[src/sv/afib1_div.sv]
`timescale 1ns / 1ps
// Pipelined restoring divider, one quotient bit per stage. The caller
// guarantees that the starting remainder is below the divisor.
module afib1_div
  #(
    parameter int BW = 16,
    parameter int QW = 24,
    parameter int PW = 2
  )
  (
    input  logic          clk,
    input  logic          rst_n,
    input  logic          ce,
    input  logic          in_valid,
    input  logic [BW-1:0] in_rem,
    input  logic [QW-1:0] in_low,
    input  logic [BW-1:0] in_div,
    input  logic [PW-1:0] in_pay,
    output logic          out_valid,
    output logic [QW-1:0] out_quo,
    output logic [PW-1:0] out_pay
  );

  logic          vld_r [QW];
  logic [BW-1:0] rem_r [QW];
  logic [QW-1:0] low_r [QW];
  logic [BW-1:0] div_r [QW];
  logic [QW-1:0] quo_r [QW];
  logic [PW-1:0] pay_r [QW];

  for (genvar k = 0; k < QW; k++) begin : g_stage
    logic          vld_i;
    logic [BW-1:0] rem_i;
    logic [QW-1:0] low_i;
    logic [BW-1:0] div_i;
    logic [QW-1:0] quo_i;
    logic [PW-1:0] pay_i;
    logic [BW:0]   trial;
    logic [BW:0]   diff;
    logic          ge;

    if (k == 0) begin : g_first
      assign vld_i = in_valid;
      assign rem_i = in_rem;
      assign low_i = in_low;
      assign div_i = in_div;
      assign quo_i = '0;
      assign pay_i = in_pay;
    end else begin : g_next
      assign vld_i = vld_r[k-1];
      assign rem_i = rem_r[k-1];
      assign low_i = low_r[k-1];
      assign div_i = div_r[k-1];
      assign quo_i = quo_r[k-1];
      assign pay_i = pay_r[k-1];
    end

    assign trial = {rem_i, low_i[QW-1]};
    assign diff  = trial - {1'b0, div_i};
    assign ge    = (trial >= {1'b0, div_i});

    always_ff @(posedge clk) begin
      if (!rst_n) begin
        vld_r[k] <= 1'b0;
      end else if (ce) begin
        vld_r[k] <= vld_i;
      end
    end

    always_ff @(posedge clk) begin
      if (ce) begin
        rem_r[k] <= ge ? diff[BW-1:0] : trial[BW-1:0];
        low_r[k] <= low_i << 1;
        div_r[k] <= div_i;
        quo_r[k] <= {quo_i[QW-2:0], ge};
        pay_r[k] <= pay_i;
      end
    end
  end

  assign out_valid = vld_r[QW-1];
  assign out_quo   = quo_r[QW-1];
  assign out_pay   = pay_r[QW-1];

endmodule

[config.mk]
export PLATFORM = sky130hd
export DESIGN_NAME = afib1_div
export DESIGN_NICKNAME = d
export VERILOG_FILES = /design/src/sv/afib1_div.sv
export SDC_FILE = /design/constraint.sdc
export NUM_CORES = 2
export LEC_CHECK = 0
export BUFFER_PORTS_ARGS = -buffer_cell sky130_fd_sc_hd__buf_4
export CORE_ASPECT_RATIO = 0.5
export CORE_MARGIN = 8
export CORE_UTILIZATION = 30
export CTS_BUF_LIST = sky130_fd_sc_hd__clkbuf_16
export CTS_CLUSTER_DIAMETER = 120
export DETAILED_ROUTE_END_ITERATION = 16
export HOLD_SLACK_MARGIN = 0.06
export PLACE_DENSITY_LB_ADDON = 0.2
export SKIP_CTS_REPAIR_TIMING = 1
export SYNTH_ARGS = -nofsm -noshare
export SYNTH_HDL_FRONTEND = slang
export SYNTH_SLANG_ARGS = --single-unit
[constraint.sdc]
create_clock -name clk -period 3.5 [get_ports clk]
set_clock_uncertainty 0.2 [all_clocks]
set_input_delay 0.525 -clock clk [delete_from_list [all_inputs] [get_ports clk]]
set_output_delay 0.525 -clock clk [all_outputs]
set_load 0.05 [all_outputs]
# == After elaboration in Yosys (flattened, before gate mapping) ==
# Memory sizes are Yosys's and may differ from the RTL's.
# Index checks and enable logic that the tools add are counted.
# totals
register_bits,0
ramBits,1968
input_bits,62
out_inout_bits,27
memories,6
# classes
addsub,24
magnitude_cmp,24
muxes,53
n_bitwise,24
# memory_table
memory,depth,word_bits,read_ports,rd_clocked_by_memory_dff,wr,line,source
quo_r,24,24,24,0,24,28,logic [QW-1:0] quo_r [QW];
low_r,24,23,23,0,24,26,logic [QW-1:0] low_r [QW];
div_r,24,16,23,0,24,27,logic [BW-1:0] div_r [QW];
rem_r,24,16,23,0,24,25,logic [BW-1:0] rem_r [QW];
pay_r,24,2,24,0,24,29,logic [PW-1:0] pay_r [QW];
vld_r,24,1,24,0,24,24,logic vld_r [QW];
# ops
operator,count
>= comparator 17 x 16 -> 1 bit,24
2-to-1 mux 16 bit,24
subtractor 16 bit,24
2-to-1 mux 1 bit,29
OR 1 bit,24

# == Longest topological paths before layout ==
# depth
ltp_word,4
ltp_mapped,12
depth_no_buf,11

# == Worst setup path before layout ==
# Ideal clock, no wire load.
# synth_timing
kind,register -> register
startpoint,"memory div_r[3][1], in the netlist div_r[0][49]"
endpoint,"memory rem_r[4][8], in the netlist rem_r[0][72] (data pin)"
setup_time_ns,0.260
arrival_time_ns,2.660
path_slack_ns,0.380
path_stages_with_launch,12
path_buffers,1
path_cell_list,edfxtp_1 > inv_1 > ha_1 > nor2b_4 > o31ai_4 > a21oi_2 > nor2_2 > o21ai_2 > o2111a_1 > a2111oi_4 > buf_6 > mux2_4
# synth_lines
item,line
from (decl),27
to (decl),25

==> reports/results.ini <==
[placement]
dp_cells=7675
globalplace.congestion=0.891
hpwl_mm=82.9
io_buffer_count=88

[finish]
final_core_util_pct=35.0
diodes=0
fin_cells=7991
layout.nets=5489
drive_above_1_share_pct=12.8
final_cell_mix=edfxtp_1, inv_1, ha_1, a21oi_1, nor2_1
syn2layout_area_growth_pct=16.1
final_common_cell=edfxtp_1

[worst_setup_path]
cp-start-kind=flip-flop
crit_arrival_ns=3.67
cp_max_fo=17
path_cells=inv_1, ha_1, nand4_1, nor4_1, a21oi_1, a21o_1, inv_2, mux2_2
crit_path_end_kind=flip-flop
worst_path_max_delay_cell=nor4_1
crit_path_max_incr_delay_ns=0.69
required_ns=3.80
critical_path_class=reg2reg

[sta]
worst_slew_pin_slew_ns=1.03
rsz0062_at_grt=false
whs_ns=0.170
finalCritPeriodShare_pct=96.4
fin_crit_ns=3.37
hold_viol_final=0
drv_slew=0
fmax_mhz=297
setup_viol=0
maxSlewHeadroom_pct=31.7

[detailed_routing]
ant_nets=0
vias_per_cell=4.59
drc=0
vias=36600
wl_mm=120
drt-pass1-iter-count=7
drtIter0Drc=1991
drt-wirelength-per-cell_microns=15.1

[synth]
synth_top_area_share_pct=64.5
netlist_instances=4679
netlist.top_cell.by_area=edfxtp_1
async_flop_share_pct=0
synth_edf_count=1383
syn-num-nets=5148
synth_warnings=0
ys_ff_latch=1384
yosys_most_used_dff=edfxtp_1
netlist_area_sq_um=64400
synth_area_leaders=edfxtp_1, ha_1, mux2_2
ys_seq_area_share_pct=64.5
synthDistinctLibCells=86
syn_area_per_cell_sq_um=13.8

[global_routing]
grt_pass1_wl_mm=194
grt_max_degree=103
gr-usage-all-layers_pct=10.1
antenna_found_initial=1
grt-ovfl-total=0
grt_pass1_vias=38400

[floorplanning]
fp-row-count=120
ios=89
fp.dieW_microns=671
start_util_pct=30.1
core_area_sq_um=214000
dieArea_sq_um=231000
die_height_microns=344

[job]
maxCapViolCount=0

[clock_network]
h-tree-depth=4
cts_buffers=149
cts_tree=built
cts_root_buffer=clkbuf_16
clock_latency_ns=0.79
clk_path_buf_depth=4
cts_sinks=1384
path_clk_slew_ns=0.07

[power_and_ir_drop]
peakVddDrop_uv=392
p_leak_nw=28.7
p_total_mw=64.0
power_density_nw_per_um2=856

[outcome]
status=complete, no violations

[min_path]
hold_class=in2reg

synth_stat cells, types with 41 or more instances:
cell type,number
xor2_1,86
ha_1,384
o21a_1,102
o21ai_0,192
inv_1,474
nor3_1,61
edfxtp_1,1383
nand2_1,172
a21oi_1,325
nand4_1,44
nand2b_1,65
nor2b_1,52
a21o_1,87
nor2_1,307
mux2_2,217
o31ai_1,41
nand3_1,53
xnor2_1,161
layout make-up:
type,count,area [sq um]
clock buffers,152,3800
clock inverters,103,896
fillers,20400,139000
inverters,479,1800
multi-input cells,2762,20800
flip-flops and latches,1384,41500
well taps,2867,3590
repair buffers,244,2300
metal layers:
metal  routed length [microns]  vias to the layer above  global-route usage [%]
met1                     49700                    17600                    11.2
li1                          -                    18100                       -
met2                     60600                      593                    18.5
met3                      4420                      338                    2.11
met4                      5760                        0                    5.08
met5                         0                        -                       0
cells by family (layout without fill, tap and decap cells):
logic type | after synthesis | after routing | share of synthesized area, %
flops | 1384 | 1384 | 64.5
xor+xnor | 247 | 247 | 3.36
fa+ha+maj | 407 | 407 | 8.18
compound gates | 988 | 988 | 9.83
buf+inv | 533 | 978 | 3.20
simple gates | 862 | 862 | 6.41
mux | 258 | 258 | 4.49
worst max-delay path, delay by kind of cell (launching register included):
| kind | cells | cell delay, ns |
|---|---|---|
| AND/OR/NAND/NOR | 2 | 0.96 |
| multiplexers | 1 | 0.38 |
| AO/OA/AOI/OAI | 2 | 0.36 |
| buffers and inverters | 2 | 0.33 |
| adder cells (fa/ha/maj) | 1 | 0.48 |
| flip-flops | 1 | 0.38 |
where the power goes:
part           switching (mW)  total, mW  internal, mW
clock network            6.51       15.6          9.10
logic                    12.7       23.9          11.3
registers                1.49       24.5          23.0
state kept, by name (all words and copies together), names as in the netlist:
signal / flops
div_r: 368
quo_r: 300
pay_r: 48
rem_r: 368
low_r: 276
vld_r: 24
final timing paths:
check               startpoint      endpoint  slack, ns  cells past startpoint
setup / recovery  div_r[2][30]  rem_r[2][41]       0.13                      8
hold / removal      in_rem[15]  rem_r[0][15]       0.17                      5
setup reg to reg  div_r[2][30]  rem_r[2][41]       0.13                      8
hold reg to reg   low_r[0][74]  low_r[0][98]       0.19                      0
metrics by stage:
step / worst slack (ns) / setup TNS, ns / instance area, sq um
floorplan: 0.380 / 0 / 64400
global placement: -0.287 / -4.11 / 69400
detailed placement: -0.224 / -3.38 / 69400
CTS: -0.226 / -3.31 / 74100
global route: 0.0115 / 0 / 74800
finish: 0.128 / 0 / 74800
(Power assumes the default switching activity.)
