`src/sv/afib1_sqrt.sv`:
```
`timescale 1ns / 1ps
// Pipelined integer square root, one root bit per stage.
module afib1_sqrt
  #(
    parameter int K  = 31,
    parameter int PW = 19
  )
  (
    input  logic            clk,
    input  logic            rst_n,
    input  logic            ce,
    input  logic            in_valid,
    input  logic [2*K-1:0]  in_val,
    input  logic [PW-1:0]   in_pay,
    output logic            out_valid,
    output logic [K-1:0]    out_root,
    output logic [PW-1:0]   out_pay
  );

  logic           vld_r  [K];
  logic [K+1:0]   rem_r  [K];
  logic [K-1:0]   root_r [K];
  logic [2*K-1:0] val_r  [K];
  logic [PW-1:0]  pay_r  [K];

  for (genvar k = 0; k < K; k++) begin : g_stage
    logic           vld_i;
    logic [K+1:0]   rem_i;
    logic [K-1:0]   root_i;
    logic [2*K-1:0] val_i;
    logic [PW-1:0]  pay_i;
    logic [K+1:0]   rem_sh;
    logic [K+1:0]   trial;
    logic           ge;

    if (k == 0) begin : g_first
      assign vld_i  = in_valid;
      assign rem_i  = '0;
      assign root_i = '0;
      assign val_i  = in_val;
      assign pay_i  = in_pay;
    end else begin : g_next
      assign vld_i  = vld_r[k-1];
      assign rem_i  = rem_r[k-1];
      assign root_i = root_r[k-1];
      assign val_i  = val_r[k-1];
      assign pay_i  = pay_r[k-1];
    end

    assign rem_sh = {rem_i[K-1:0], val_i[2*K-1:2*K-2]};
    assign trial  = {root_i, 2'b01};
    assign ge     = (rem_sh >= trial);

    always_ff @(posedge clk) begin
      if (!rst_n) begin
        vld_r[k] <= 1'b0;
      end else if (ce) begin
        vld_r[k] <= vld_i;
      end
    end

    always_ff @(posedge clk) begin
      if (ce) begin
        rem_r[k]  <= ge ? (rem_sh - trial) : rem_sh;
        root_r[k] <= {root_i[K-2:0], ge};
        val_r[k]  <= val_i << 2;
        pay_r[k]  <= pay_i;
      end
    end
  end

  assign out_valid = vld_r[K-1];
  assign out_root  = root_r[K-1];
  assign out_pay   = pay_r[K-1];

endmodule

```
`config.mk`:
```
export PLATFORM = sky130hd
export DESIGN_NAME = afib1_sqrt
export DESIGN_NICKNAME = d
export VERILOG_FILES = /design/src/sv/afib1_sqrt.sv
export SDC_FILE = /design/constraint.sdc
export NUM_CORES = 2
export LEC_CHECK = 0
export BUFFER_PORTS_ARGS = -buffer_cell sky130_fd_sc_hd__buf_4
export CAP_MARGIN = 20
export CORE_MARGIN = 10
export CORE_UTILIZATION = 60
export DETAILED_ROUTE_END_ITERATION = 12
export PLACE_DENSITY = 0.82
export SLEW_MARGIN = 30
export SYNTH_ARGS = -nofsm -noshare
export SYNTH_HDL_FRONTEND = slang
export SYNTH_MEMORY_MAX_BITS = 65536
export SYNTH_SLANG_ARGS = --single-unit
```
`constraint.sdc`:
```
create_clock -name clk -period 6.4 [get_ports clk]
set_input_delay 0.32 -clock clk [delete_from_list [all_inputs] [get_ports clk]]
set_output_delay 0.32 -clock clk [all_outputs]
set_load 0.05 [all_outputs]
```
### Word-level counts from Yosys, hierarchy flattened

Memories as Yosys holds them, arrays and structs flattened.
Cells that the tools add are included.

* $add $sub $neg: 31
* $lt $le $gt $ge: 31
* muxes and demuxes: 67
* bitwise logic cells: 31

Operator list (number)
* $mux 33: 31
* $ge 33x33->1: 30
* $sub 33x33->33: 30
* $mux 1: 36
* $or 1x1->1: 31
* $sub 2x1->3 const B: 1
* $ge 2x1->1 const B: 1

* bits in registers: 0
* RAM bits: 4464
* bits of input ports: 85
* output and inout bits: 51
* word-level logic and storage cells: 165
* memories: 5

Memory list
* val_r: words 31, bits a word 60, read ports 30, clocked after memory_dff 0, write ports 31, RTL line 23 `logic [2*K-1:0] val_r [K];`
* rem_r: words 31, bits a word 33, read ports 30, clocked after memory_dff 0, write ports 31, RTL line 21 `logic [K+1:0] rem_r [K];`
* root_r: words 31, bits a word 31, read ports 31, clocked after memory_dff 0, write ports 31, RTL line 22 `logic [K-1:0] root_r [K];`
* pay_r: words 31, bits a word 19, read ports 31, clocked after memory_dff 0, write ports 31, RTL line 24 `logic [PW-1:0] pay_r [K];`
* vld_r: words 31, bits a word 1, read ports 31, clocked after memory_dff 0, write ports 31, RTL line 20 `logic vld_r [K];`

### Depth between registers and ports, before layout

* depth after elaboration: 4
* depth in mapped cells: 14
* mapped depth without buffers: 12

### Worst setup path before layout

Ideal clock, no wire load.

* path kind: flip-flop to flip-flop
* start point: mem rem_r[4][0] (netlist name)
* end point: mem rem_r[4][63] (netlist name), data pin
* setup time: 0.271 ns
* data arrival time: 3.130 ns
* required time: 6.129 ns
* setup slack: 2.999 ns
* stages on the path, launching flop included: 11
* buffers on the path: 0
* cells stage by stage: edfxtp_1 ha_1 o21a_1 nor4_1 o41ai_1 a211oi_1 o21ai_0 a311oi_1 or3b_2 nor4_1 xor2_1

RTL lines (RTL line)
* start, declared: 21

==> qor.yml <==
outcome:
  status: "finished, final reports clean"
timing:
  rsz0062_at_grt: "false"
  final.period_utilization_pct: 67.5
  slew_violations: 0
  min_period_ps: 4320
  worst_pin_slew_ps: 1060
  fin_skew_ps: 66.0
  fmax_mhz: 232
  finalSetupViolCount: 0
  relSlewSlack_pct: 29.4
  hold_viol_final: 0
  hold_ws_ps: 99.4
  setup_tns_ps: 0
worst_setup_path:
  cpPeakStageDelay_ps: 680
  worstSetupPathType: "flip-flop to flip-flop"
  crit_chain: "ha_1 -> o21a_1 -> nor4_1 -> o41ai_1 -> a211oi_1 -> o21ai_0 -> a311oi_4 -> buf_4 -> or3b_2 -> nor4_1 -> xor2_1"
  worstSetupStartpointType: "flip-flop"
  endpoint_kind: "flip-flop"
  path_max_fanout: 41
  arrival_ps: 4940
  worstPathRequired_ps: 7020
  cpMaxStageDelayCell: "o41ai_1"
  cp_common_cell: "nor4_1"
grt:
  grt_pass1_vias: 73800
  grt_remaining_overflow: 0
  grtUsageTotal_pct: 22.3
  antenna_found_initial: 4
  grt_max_degree: 191
  grt_first_pass_wirelength_um: 408000
final_layout:
  area.sequential_mm2: 0.0881
  multi_input_area_mm2: 0.0356
  fill_cells: 14100
  nets: 9984
  layout_common_cells: "edfxtp_1, inv_1, a21oi_1, nor2_1, ha_1"
  layout_commonest_cell: "edfxtp_1"
  fin_cells: 12400
  drive_gt1_share_pct: 8.59
  final_util_pct: 67.7
  area_growth_pct: 12.2
floorplan:
  fp.dieW_um: 479
  initial_utilization_pct: 60.4
  core_area_mm2: 0.210
  row_count: 168
  dieArea_mm2: 0.230
  die_h_um: 479
  pin_count: 136
detailed_routing:
  wl_met2_um: 139000
  ant_nets: 0
  wire_per_inst_um: 21.2
  wl_met1_um: 102000
  drc: 0
  route.vias.total: 72700
  viasPerCell: 5.86
  drtPass1Iterations: 8
  met3WireLength_um: 12100
  drt-total-wl_um: 263000
  drt_iter0_markers: 6133
  route.top_layer_used: "met4"
clocking:
  path_clk_slew_ps: 70
  cts_tree: "yes"
  cts_buffers: 311
  cts_htree_levels: 5
  cts-root-buf: "clkbuf_16"
  clkLatencyLatePin_ps: 950
  post_cts_buffers: 0
  cts_buffer_depth: 4
  clock_sinks: 2933
power:
  p_leak_nw: 53.8
  peakVddDrop_v: 0.000390
  total_power_w: 0.0526
  p_per_area_mw_per_mm2: 370
hold_path:
  hp-class: "input port to flip-flop"
placement:
  dp.cells: 11800
  gp_congestion: 0.941
  io_buffers: 135
  hpwl_um: 170000
job:
  cap_violations: 0
synthesis:
  async_flop_share_pct: 0
  ys_seq_area_share_pct: 69.5
  synthTopCellsByArea: "edfxtp_1, ha_1, xnor2_1, xor2_1, a21oi_1"
  syn_nets: 9559
  synth_enable_flop_cells: 2932
  synth_top_area_cell: "edfxtp_1"
  avgSynthCellArea_um2: 14.2
  synth.distinct_cells: 92
  ys_seq_elements: 2933
  synth-main-ff-cell: "edfxtp_1"
  synth_area_mm2: 0.127
  yosys_warnings: 0
  synth_top_cell_area_share_pct: 69.5
  syn_inst: 8946
-- synth_stat cells (all sizes together) (104+ instances only) --
cell    count
ha        528
clkbuf    145
o21ai     423
mux2      109
a21o      218
xor2      366
nor3      205
nand3     149
edfxtp   2932
nand2     487
nor2      531
o21a      105
a21oi     544
xnor2     371
inv       647
or3       104
-- per-stage QoR --
step / setup WS [ps] / cell area (um^2)
finish: 2080 / 142000
global placement: 2180 / 131000
floorplan: 3000 / 127000
CTS: 2080 / 142000
detailed placement: 2090 / 131000
global route: 1770 / 142000
-- sequential cells by signal, indices dropped and copies added, names as in the netlist --
signal / count
vld_r: 31
pay_r: 589
rem_r: 887
val_r: 930
root_r: 496
-- worst max-delay path, delay by kind of cell (launching register included) --
| family | cells | cell delay (ps) |
|---|---|---|
| buffers and inverters | 1 | 300 |
| XOR/XNOR | 1 | 120 |
| adder cells (fa/ha/maj) | 1 | 360 |
| flip-flops | 1 | 390 |
| AO/OA/AOI/OAI | 5 | 1940 |
| AND/OR/NAND/NOR | 3 | 910 |
-- layout make-up --
| class | count | share of cell area, % |
|---|---|---|
| antenna | 4 | 0.00705 |
| clock buffer | 359 | 5.69 |
| clock inverter | 174 | 1.18 |
| inverter | 649 | 1.71 |
| multi-input combinational | 5196 | 25.1 |
| sequential | 2933 | 62.0 |
| tap | 2805 | 2.47 |
| timing repair buffer | 280 | 1.88 |
-- final timing paths --
path	start	end	slack, ps	cells past startpoint
setup reg to reg	rem_r[4][0]$_DFFE_PP_	rem_r[4][63]$_DFFE_PP_	2080	11
hold reg to reg	pay_r[1][210]$_DFFE_PP_	pay_r[1][229]$_DFFE_PP_	380	0
setup / recovery	rem_r[4][0]$_DFFE_PP_	rem_r[4][63]$_DFFE_PP_	2080	11
hold / removal	in_val[2]	val_r[0][2]$_DFFE_PP_	100	2
-- kinds of logic after synthesis --
kind of cell / share of synthesized area [%]
other cells: 0.00296
compound gates: 8.38
fa+ha+maj: 5.22
simple gates: 8.31
xor+xnor: 5.10
buf+inv: 2.44
mux: 1.02
flops: 69.5
-- per-layer routing --
| layer | up-vias | track usage, % |
|---|---|---|
| met5 | - | 0 |
| li1 | 34300 | - |
| met4 | 0 | 8.67 |
| met2 | 2216 | 40.6 |
| met3 | 654 | 3.30 |
| met1 | 35500 | 26.6 |
-- power by group --
group	internal, W	switching, W	leakage (nW)
combinational	0.00404	0.00563	20.6
clock	0.0103	0.00731	4.77
sequential	0.0240	0.00136	28.4
-- timing repair --
action | 4_1_cts | 5_1_grt
hold endpoints to repair | 190 | 0
gates resized for setup | 0 | 0
hold buffers | 86 | 0
Power figures use the tool's default switching activity.
